## config.mk

```make
export PLATFORM = sky130hd
export DESIGN_NAME = cau_cell
export DESIGN_NICKNAME = d
export VERILOG_FILES = /design/src/rtl/cau_pkg.sv /design/src/rtl/cau_cell.sv
export SDC_FILE = /design/constraint.sdc
export NUM_CORES = 1
export LEC_CHECK = 0
export BUFFER_PORTS_ARGS = -buffer_cell sky130_fd_sc_hd__buf_2
export CAP_MARGIN = 15
export CORE_AREA = 2 2 508 510
export DETAILED_ROUTE_END_ITERATION = 10
export DIE_AREA = 0 0 510 512
export RECOVER_POWER = 100
export SLEW_MARGIN = 20
export SYNTH_ARGS = -nofsm -noshare
export SYNTH_HDL_FRONTEND = slang
export SYNTH_SLANG_ARGS = --single-unit
export TNS_END_PERCENT = 1
```

## constraint.sdc

```tcl
create_clock -name clk -period 1.1 [get_ports clk]
set_input_delay 0.165 -clock clk [delete_from_list [all_inputs] [get_ports clk]]
set_output_delay 0.165 -clock clk [all_outputs]
set_load 0.05 [all_outputs]
```

## src/rtl/cau_pkg.sv

```systemverilog
// Package for the complex arithmetic unit: word widths, opcodes, the cell
// payload type and the saturation helper.
// No dependencies.
package cau_pkg;

    localparam int DATA_WIDTH = 32;
    localparam int FRAC_BITS  = 16;

    localparam int PROD_W  = 2 * DATA_WIDTH;          // full product
    localparam int SUM_W   = PROD_W + 1;              // sum of two products
    localparam int REM_W   = PROD_W + FRAC_BITS;      // scaled dividend
    localparam int QB      = DATA_WIDTH + 1;          // quotient bits kept
    localparam int DSH_W   = PROD_W + QB - 1;         // shifted divisor
    localparam int SQ_W    = PROD_W + 1;              // root accumulator
    localparam int N_CELLS = QB;

    localparam logic [2:0] OP_ADD = 3'd0;
    localparam logic [2:0] OP_SUB = 3'd1;
    localparam logic [2:0] OP_MUL = 3'd2;
    localparam logic [2:0] OP_DIV = 3'd3;
    localparam logic [2:0] OP_MAG = 3'd4;

    typedef struct packed {
        logic [2:0]              op;
        logic                    dz;
        logic                    big_re;
        logic                    big_im;
        logic                    neg_re;
        logic                    neg_im;
        logic signed [SUM_W-1:0] pass_re;
        logic signed [SUM_W-1:0] pass_im;
        logic [REM_W-1:0]        r_re;
        logic [REM_W-1:0]        r_im;
        logic [QB-1:0]           q_re;
        logic [QB-1:0]           q_im;
        logic [DSH_W-1:0]        d_sh;
        logic [PROD_W-1:0]       sq_n;
        logic [SQ_W-1:0]         sq_res;
        logic [SQ_W-1:0]         sq_bit;
    } cell_t;

    typedef struct packed {
        logic [DATA_WIDTH-1:0] val;
        logic                  ovf;
    } sat_t;

    function automatic sat_t sat_word(input logic signed [SUM_W-1:0] x);
        sat_t r;
        logic signed [SUM_W-1:0] hi;
        logic signed [SUM_W-1:0] lo;
        hi = SUM_W'((64'(1) << (DATA_WIDTH - 1)) - 64'(1));
        lo = -hi - SUM_W'(1);
        if (x > hi)
        begin
            r.val = hi[DATA_WIDTH-1:0];
            r.ovf = 1'b1;
        end
        else if (x < lo)
        begin
            r.val = lo[DATA_WIDTH-1:0];
            r.ovf = 1'b1;
        end
        else
        begin
            r.val = x[DATA_WIDTH-1:0];
            r.ovf = 1'b0;
        end
        return r;
    endfunction

endpackage

```

## src/rtl/cau_cell.sv

```systemverilog
// One cell of the chain: a restoring divide step for both quotients and
// one digit of the integer square root.  Depends on cau_pkg.
module cau_cell (
    input  logic           clk,
    input  logic           rst_n,
    input  logic           adv,
    input  logic           prev_valid,
    input  cau_pkg::cell_t prev,
    output logic           nxt_valid,
    output cau_pkg::cell_t nxt
);
    import cau_pkg::*;

    logic  valid_reg;
    cell_t data_reg;
    cell_t data_next;

    always_comb
    begin
        logic ge_re, ge_im, take;
        logic [SQ_W-1:0] t;
        data_next = prev;
        ge_re = {{(DSH_W-REM_W){1'b0}}, prev.r_re} >= prev.d_sh;
        ge_im = {{(DSH_W-REM_W){1'b0}}, prev.r_im} >= prev.d_sh;
        if (ge_re)
            data_next.r_re = prev.r_re - prev.d_sh[REM_W-1:0];
        if (ge_im)
            data_next.r_im = prev.r_im - prev.d_sh[REM_W-1:0];
        data_next.q_re = {prev.q_re[QB-2:0], ge_re};
        data_next.q_im = {prev.q_im[QB-2:0], ge_im};
        data_next.d_sh = prev.d_sh >> 1;

        t    = prev.sq_res + prev.sq_bit;
        take = {1'b0, prev.sq_n} >= t;
        if (take)
        begin
            data_next.sq_n   = prev.sq_n - t[PROD_W-1:0];
            data_next.sq_res = (prev.sq_res >> 1) + prev.sq_bit;
        end
        else
            data_next.sq_res = prev.sq_res >> 1;
        data_next.sq_bit = prev.sq_bit >> 2;
    end

    always_ff @(posedge clk or negedge rst_n)
    begin
        if (!rst_n)
            valid_reg <= 1'b0;
        else if (adv)
            valid_reg <= prev_valid;
    end

    always_ff @(posedge clk)
    begin
        if (adv)
            data_reg <= data_next;
    end

    assign nxt_valid = valid_reg;
    assign nxt       = data_reg;

endmodule

```

-- Yosys cells after proc, flatten, opt, wreduce, memory -nomap -nowiden
Cells that the tools add are included.
- bits in registers: 652
- bits in latches: 0
- bits in writable memories: 0
- bits in read-only memories: 0
- input bits: 658
- output and inout bits: 655
- memories: 0
- add/subtract/negate cells: 5
- multiply operators: 0
- divide/modulo/power cells: 0
- $lt $le $gt $ge: 3
- eq/ne operators: 0
- shift operators: 0
- mux-type cells: 4
- bitwise logic cells: 0
- reductions and logical operators: 0
- operators by type and width (cell ; count):
    $ge A80 B96 Y1 ; 2
    $mux W80 ; 2
    $sub A80 B80 Y80 ; 2
    $mux W64 ; 2
    $add A64 B65 Y65 ; 1
    $add A65 B65 Y65 ; 1
    $ge A64 B65 Y1 ; 1
    $sub A64 B64 Y64 ; 1

-- Logic depth before layout (Yosys ltp)
- word-level depth: 3
- mapped depth: 30
- mapped depth without buffers: 27

-- Least setup slack after synthesis
Ideal clock, no wire load.
- path kind: input to register
- from: input port prev[0] in the netlist's numbering
- to: register data_reg (netlist bit nxt[186]), data pin
- setup time: 0.260 ns
- data arrival time: 5.670 ns
- required time: 0.840 ns
- slack: -4.830 ns
- stages: 30
- cells stage by stage: ha_1 -> fa_1 -> a21oi_1 -> o21ai_2 -> a211o_1 -> a41oi_1 -> o21ai_0 -> a21oi_1 -> o31a_1 -> o21ai_0 -> nand2_1 -> nand2b_1 -> a21oi_1 -> xor2_1 -> ha_1 -> clkbuf_1 -> nand2_1 -> nor2_1 -> nand3_1 -> nor4_1 -> a2111o_1 -> a21oi_1 -> o2bb2ai_1 -> a31oi_1 -> o21bai_1 -> nor3b_1 -> nor3_2 -> buf_2 -> buf_4 -> mux2_2
- RTL lines (item ; line ; source):
    start: declaration ; cau_cell.sv:8 ; input cau_pkg::cell_t prev,
    end signal: assignment ; cau_cell.sv:56 ; data_reg <= data_next;
    end: declaration ; cau_cell.sv:15 ; cell_t data_reg;

==> results_dict.tcl <==
set metrics [dict create \
    grt_pass1_vias 50400 \
    place_hpwl_um 248000 \
    synth_commonest_cells "edfxtp_1 (651), nand2_1 (417), a21oi_1 (403)" \
    reg2reg_from "nxt_valid$_DFFE_PN0P_" \
    cts_buffers 89 \
    final_nets 8896 \
    fp.dieH_um 512 \
    p_leak_nw 36.0 \
    cts_tree "built" \
    power_frac_seq_pct 27.8 \
    finalHoldViolCount 1 \
    relSlewSlack_pct 47.2 \
    min_from "prev[131]" \
    switching_share_pct 38.4 \
    synthArstFlopShare_pct 0.153 \
    finalSetupViolCount 1573 \
    fmax_ghz 0.185 \
    yosys.area.top_type "edfxtp_1" \
    ant_nets 0 \
    required_ns 1.54 \
    fp.dieW_um 510 \
    netlist_top_cells_area "edfxtp_1 (45%), ha_1 (10%), a21oi_1 (4.6%)" \
    synth_edf_count 651 \
    start_kind "primary input" \
    endpoint_kind "flip-flop" \
    slowest_delay_ns 0.39 \
    hp-class "in2reg" \
    postPlaceCellArea_sq_mm 0.0677 \
    area_growth_pct 83.6 \
    root_buffer "clkbuf_16" \
    r2r_cells 1 \
    synthFlopType "edfxtp_1" \
    design.core.area_sq_mm 0.256 \
    clk_pin_slew_worst_paths_ns 0.05 \
    crit_type "in2reg" \
    cpMaxStageDelayCell "fa_2" \
    hold_path_depth 3 \
    io_pins 1313 \
    synth_top_cell_area_share_pct 44.6 \
    tightest_slew_ns 0.784 \
    crit_arrival_ns 5.85 \
    grt_start_max_net_pins 60 \
    power_density_mw_per_mm2 1420 \
    gr-total-overflow 0 \
    comb_power_share_pct 44.8 \
    ys_seq_area_share_pct 44.6 \
    syn_area_sq_mm 0.0439 \
    drt-total-wl_um 295000 \
    cts_max_path_buffers 3 \
    layout-drive-gt1-share_pct 42.2 \
    ir_drop_v 0.00138 \
    clkLatencyLatePin_ns 0.69 \
    period_share_pct 492 \
    skew_ns 0 \
    track_usage_pct 21.5 \
    initial_core_util_pct 17.1 \
    vias_per_cell 4.46 \
    ys_warn_count 0 \
    p_sw_w 0.0440 \
    drc 0 \
    reg2reg_setup_slack_ns 0.36 \
    status "finished with violations" \
    path_max_fanout 7 \
    holdWs_ns -0.0327 \
    dieArea_sq_mm 0.261 \
    port_buffers 1307 \
    gp_congestion 0.988 \
    cts_max_level 3 \
    final_area_sq_mm 0.0805 \
    slew_viol_final 0 \
    ys_ff_latch 652 \
    post-place-ws_ns -5.55 \
    r2r-end "nxt_valid$_DFFE_PN0P_" \
    drv_cap 0 \
    min_to "nxt[131]$_DFFE_PP_" \
    violations "hold timing, setup timing" \
    row_count 186 \
    fin_ws_ns -4.31 \
    grt_pass1_wl_um 395000 \
    cts_sinks 652 \
    finalCriticalPeriod_ns 5.41 \
    netlist_instances 4313 \
    vias 50800 \
    antenna_found_initial 177 \
    synth.most_common_cell "edfxtp_1" \
    first_iter_violations 4027 \
    ys_types 94 \
    synth.avg_cell_area_sq_um 10.2 \
    first_pass_iters 5 \
    rsz0062_at_grt "yes" \
    detail_route.wl_per_cell_um 25.9 \
    pwr-share-clk_pct 27.4 \
    power_w 0.115 \
    num-fill-cells 26600 \
    p_int_w 0.0706 \
]
power groups by stage:
stage | clock network [W] | registers (W) | logic (W)
2_1_floorplan | 0 | 0.0398 | 0.0155
3_3_place_gp | 0 | 0.0321 | 0.0453
3_5_place_dp | 0 | 0.0321 | 0.0454
4_1_cts | 0.0324 | 0.0318 | 0.0501
5_1_grt | 0.0331 | 0.0320 | 0.0543
6_report | 0.0314 | 0.0318 | 0.0514
metal layers:
| layer | wire (um) | vias to the layer above | GRT usage (%) |
|---|---|---|---|
| met5 | 968 | - | 0 |
| met4 | 12900 | 122 | 8.36 |
| met1 | 128000 | 24600 | 28.1 |
| met2 | 127000 | 2159 | 32.9 |
| li1 | - | 23400 | - |
| met3 | 26200 | 449 | 6.45 |
worst max-delay path, delay by kind of cell:
kind | cells | cell delay, ns
mux | 1 | 0.30
compound gates | 18 | 3.03
simple gates | 3 | 0.44
fa+ha+maj | 3 | 0.85
buf+inv | 5 | 0.73
xor+xnor | 1 | 0.30
cell usage in the layout (no fill, tap or decap), types with 14 or more instances in the layout:
cell,n
mux2_4,47
nor2_1,177
a211oi_1,23
clkbuf_1,184
o21ai_0,272
buf_2,911
buf_4,1605
a31oi_1,31
inv_1,170
ha_4,27
nand2_1,414
a21oi_2,47
nor3_1,63
a21o_1,243
clkinv_1,16
a21oi_1,355
xor2_1,137
nor4_1,23
nor2b_1,34
o211ai_1,22
buf_6,204
o21bai_1,60
o31ai_1,14
dlygate4sd3_1,652
nand3_1,80
and3_1,20
nand4_1,97
edfxtp_1,651
o21a_1,45
o21ai_1,68
xnor2_1,187
and2_1,16
mux2_1,19
o21ai_2,35
ha_1,318
clkbuf_16,93
diode_2,66
nand2b_1,45
buf_12,96
mux2_2,66
worst max path at each step:
stage               startpoint                 end  slack (ns)  cells after the start
finish                 prev[0]   nxt[84]$_DFFE_PP_       -4.31                     31
global route           prev[0]   nxt[73]$_DFFE_PP_       -4.46                     29
CTS                    prev[0]   nxt[85]$_DFFE_PP_       -4.13                     29
detailed placement    prev[66]  nxt[105]$_DFFE_PP_       -5.55                     26
global placement      prev[66]   nxt[84]$_DFFE_PP_       -5.45                     26
floorplan             prev[24]  nxt[186]$_DFFE_PP_       -4.13                     26
cell families (layout without fill, tap and decap cells):
logic type | count (synthesis) | count (layout) | synth area share, %
xor gates and xnor gates | 327 | 327 | 6.53
DFF | 652 | 652 | 44.6
other | 1 | 69 | 0.00855
adders and majority gates | 357 | 357 | 10.3
muxes | 135 | 135 | 3.46
AOI/OAI and AO/OA | 1385 | 1385 | 19.8
and+or+nand+nor | 1084 | 1084 | 11.9
buffers and inverters | 372 | 4010 | 3.46
flip-flops by register name, indices dropped and copies added (netlist names):
register   cells
nxt          651
nxt_valid      1
repair_timing:
action,CTS,global route
setup buffers,25,15
cloned,4,2
endpoints found under the hold margin,673,3
hold buffers,652,2
pin swaps,51,49
resized for setup,560,285
setup endpoints to repair,943,943
per-stage QoR:
step                      util [%]  std cells  setup TNS (ns)
after CTS                     31.1      11300        -1176.89
final                         31.5      11400        -1231.00
after global routing          31.5      11400        -1319.01
after floorplan                  -       4315         -885.41
after detailed placement      26.5      10500        -1231.81
after global placement        26.5      10500        -1210.77
area by class of cell:
class / instances / area (sq um) / area share (%)
clock inverters: 62 / 757 / 0.940
multi-input cells: 3291 / 24400 / 30.3
repair buffers: 3667 / 28400 / 35.2
clock buffers: 101 / 2310 / 2.87
diodes: 66 / 165 / 0.205
inverters: 180 / 681 / 0.845
flip-flops and latches: 652 / 19600 / 24.3
well taps: 3384 / 4230 / 5.26
Note: power is estimated with default switching activity, not from simulation.
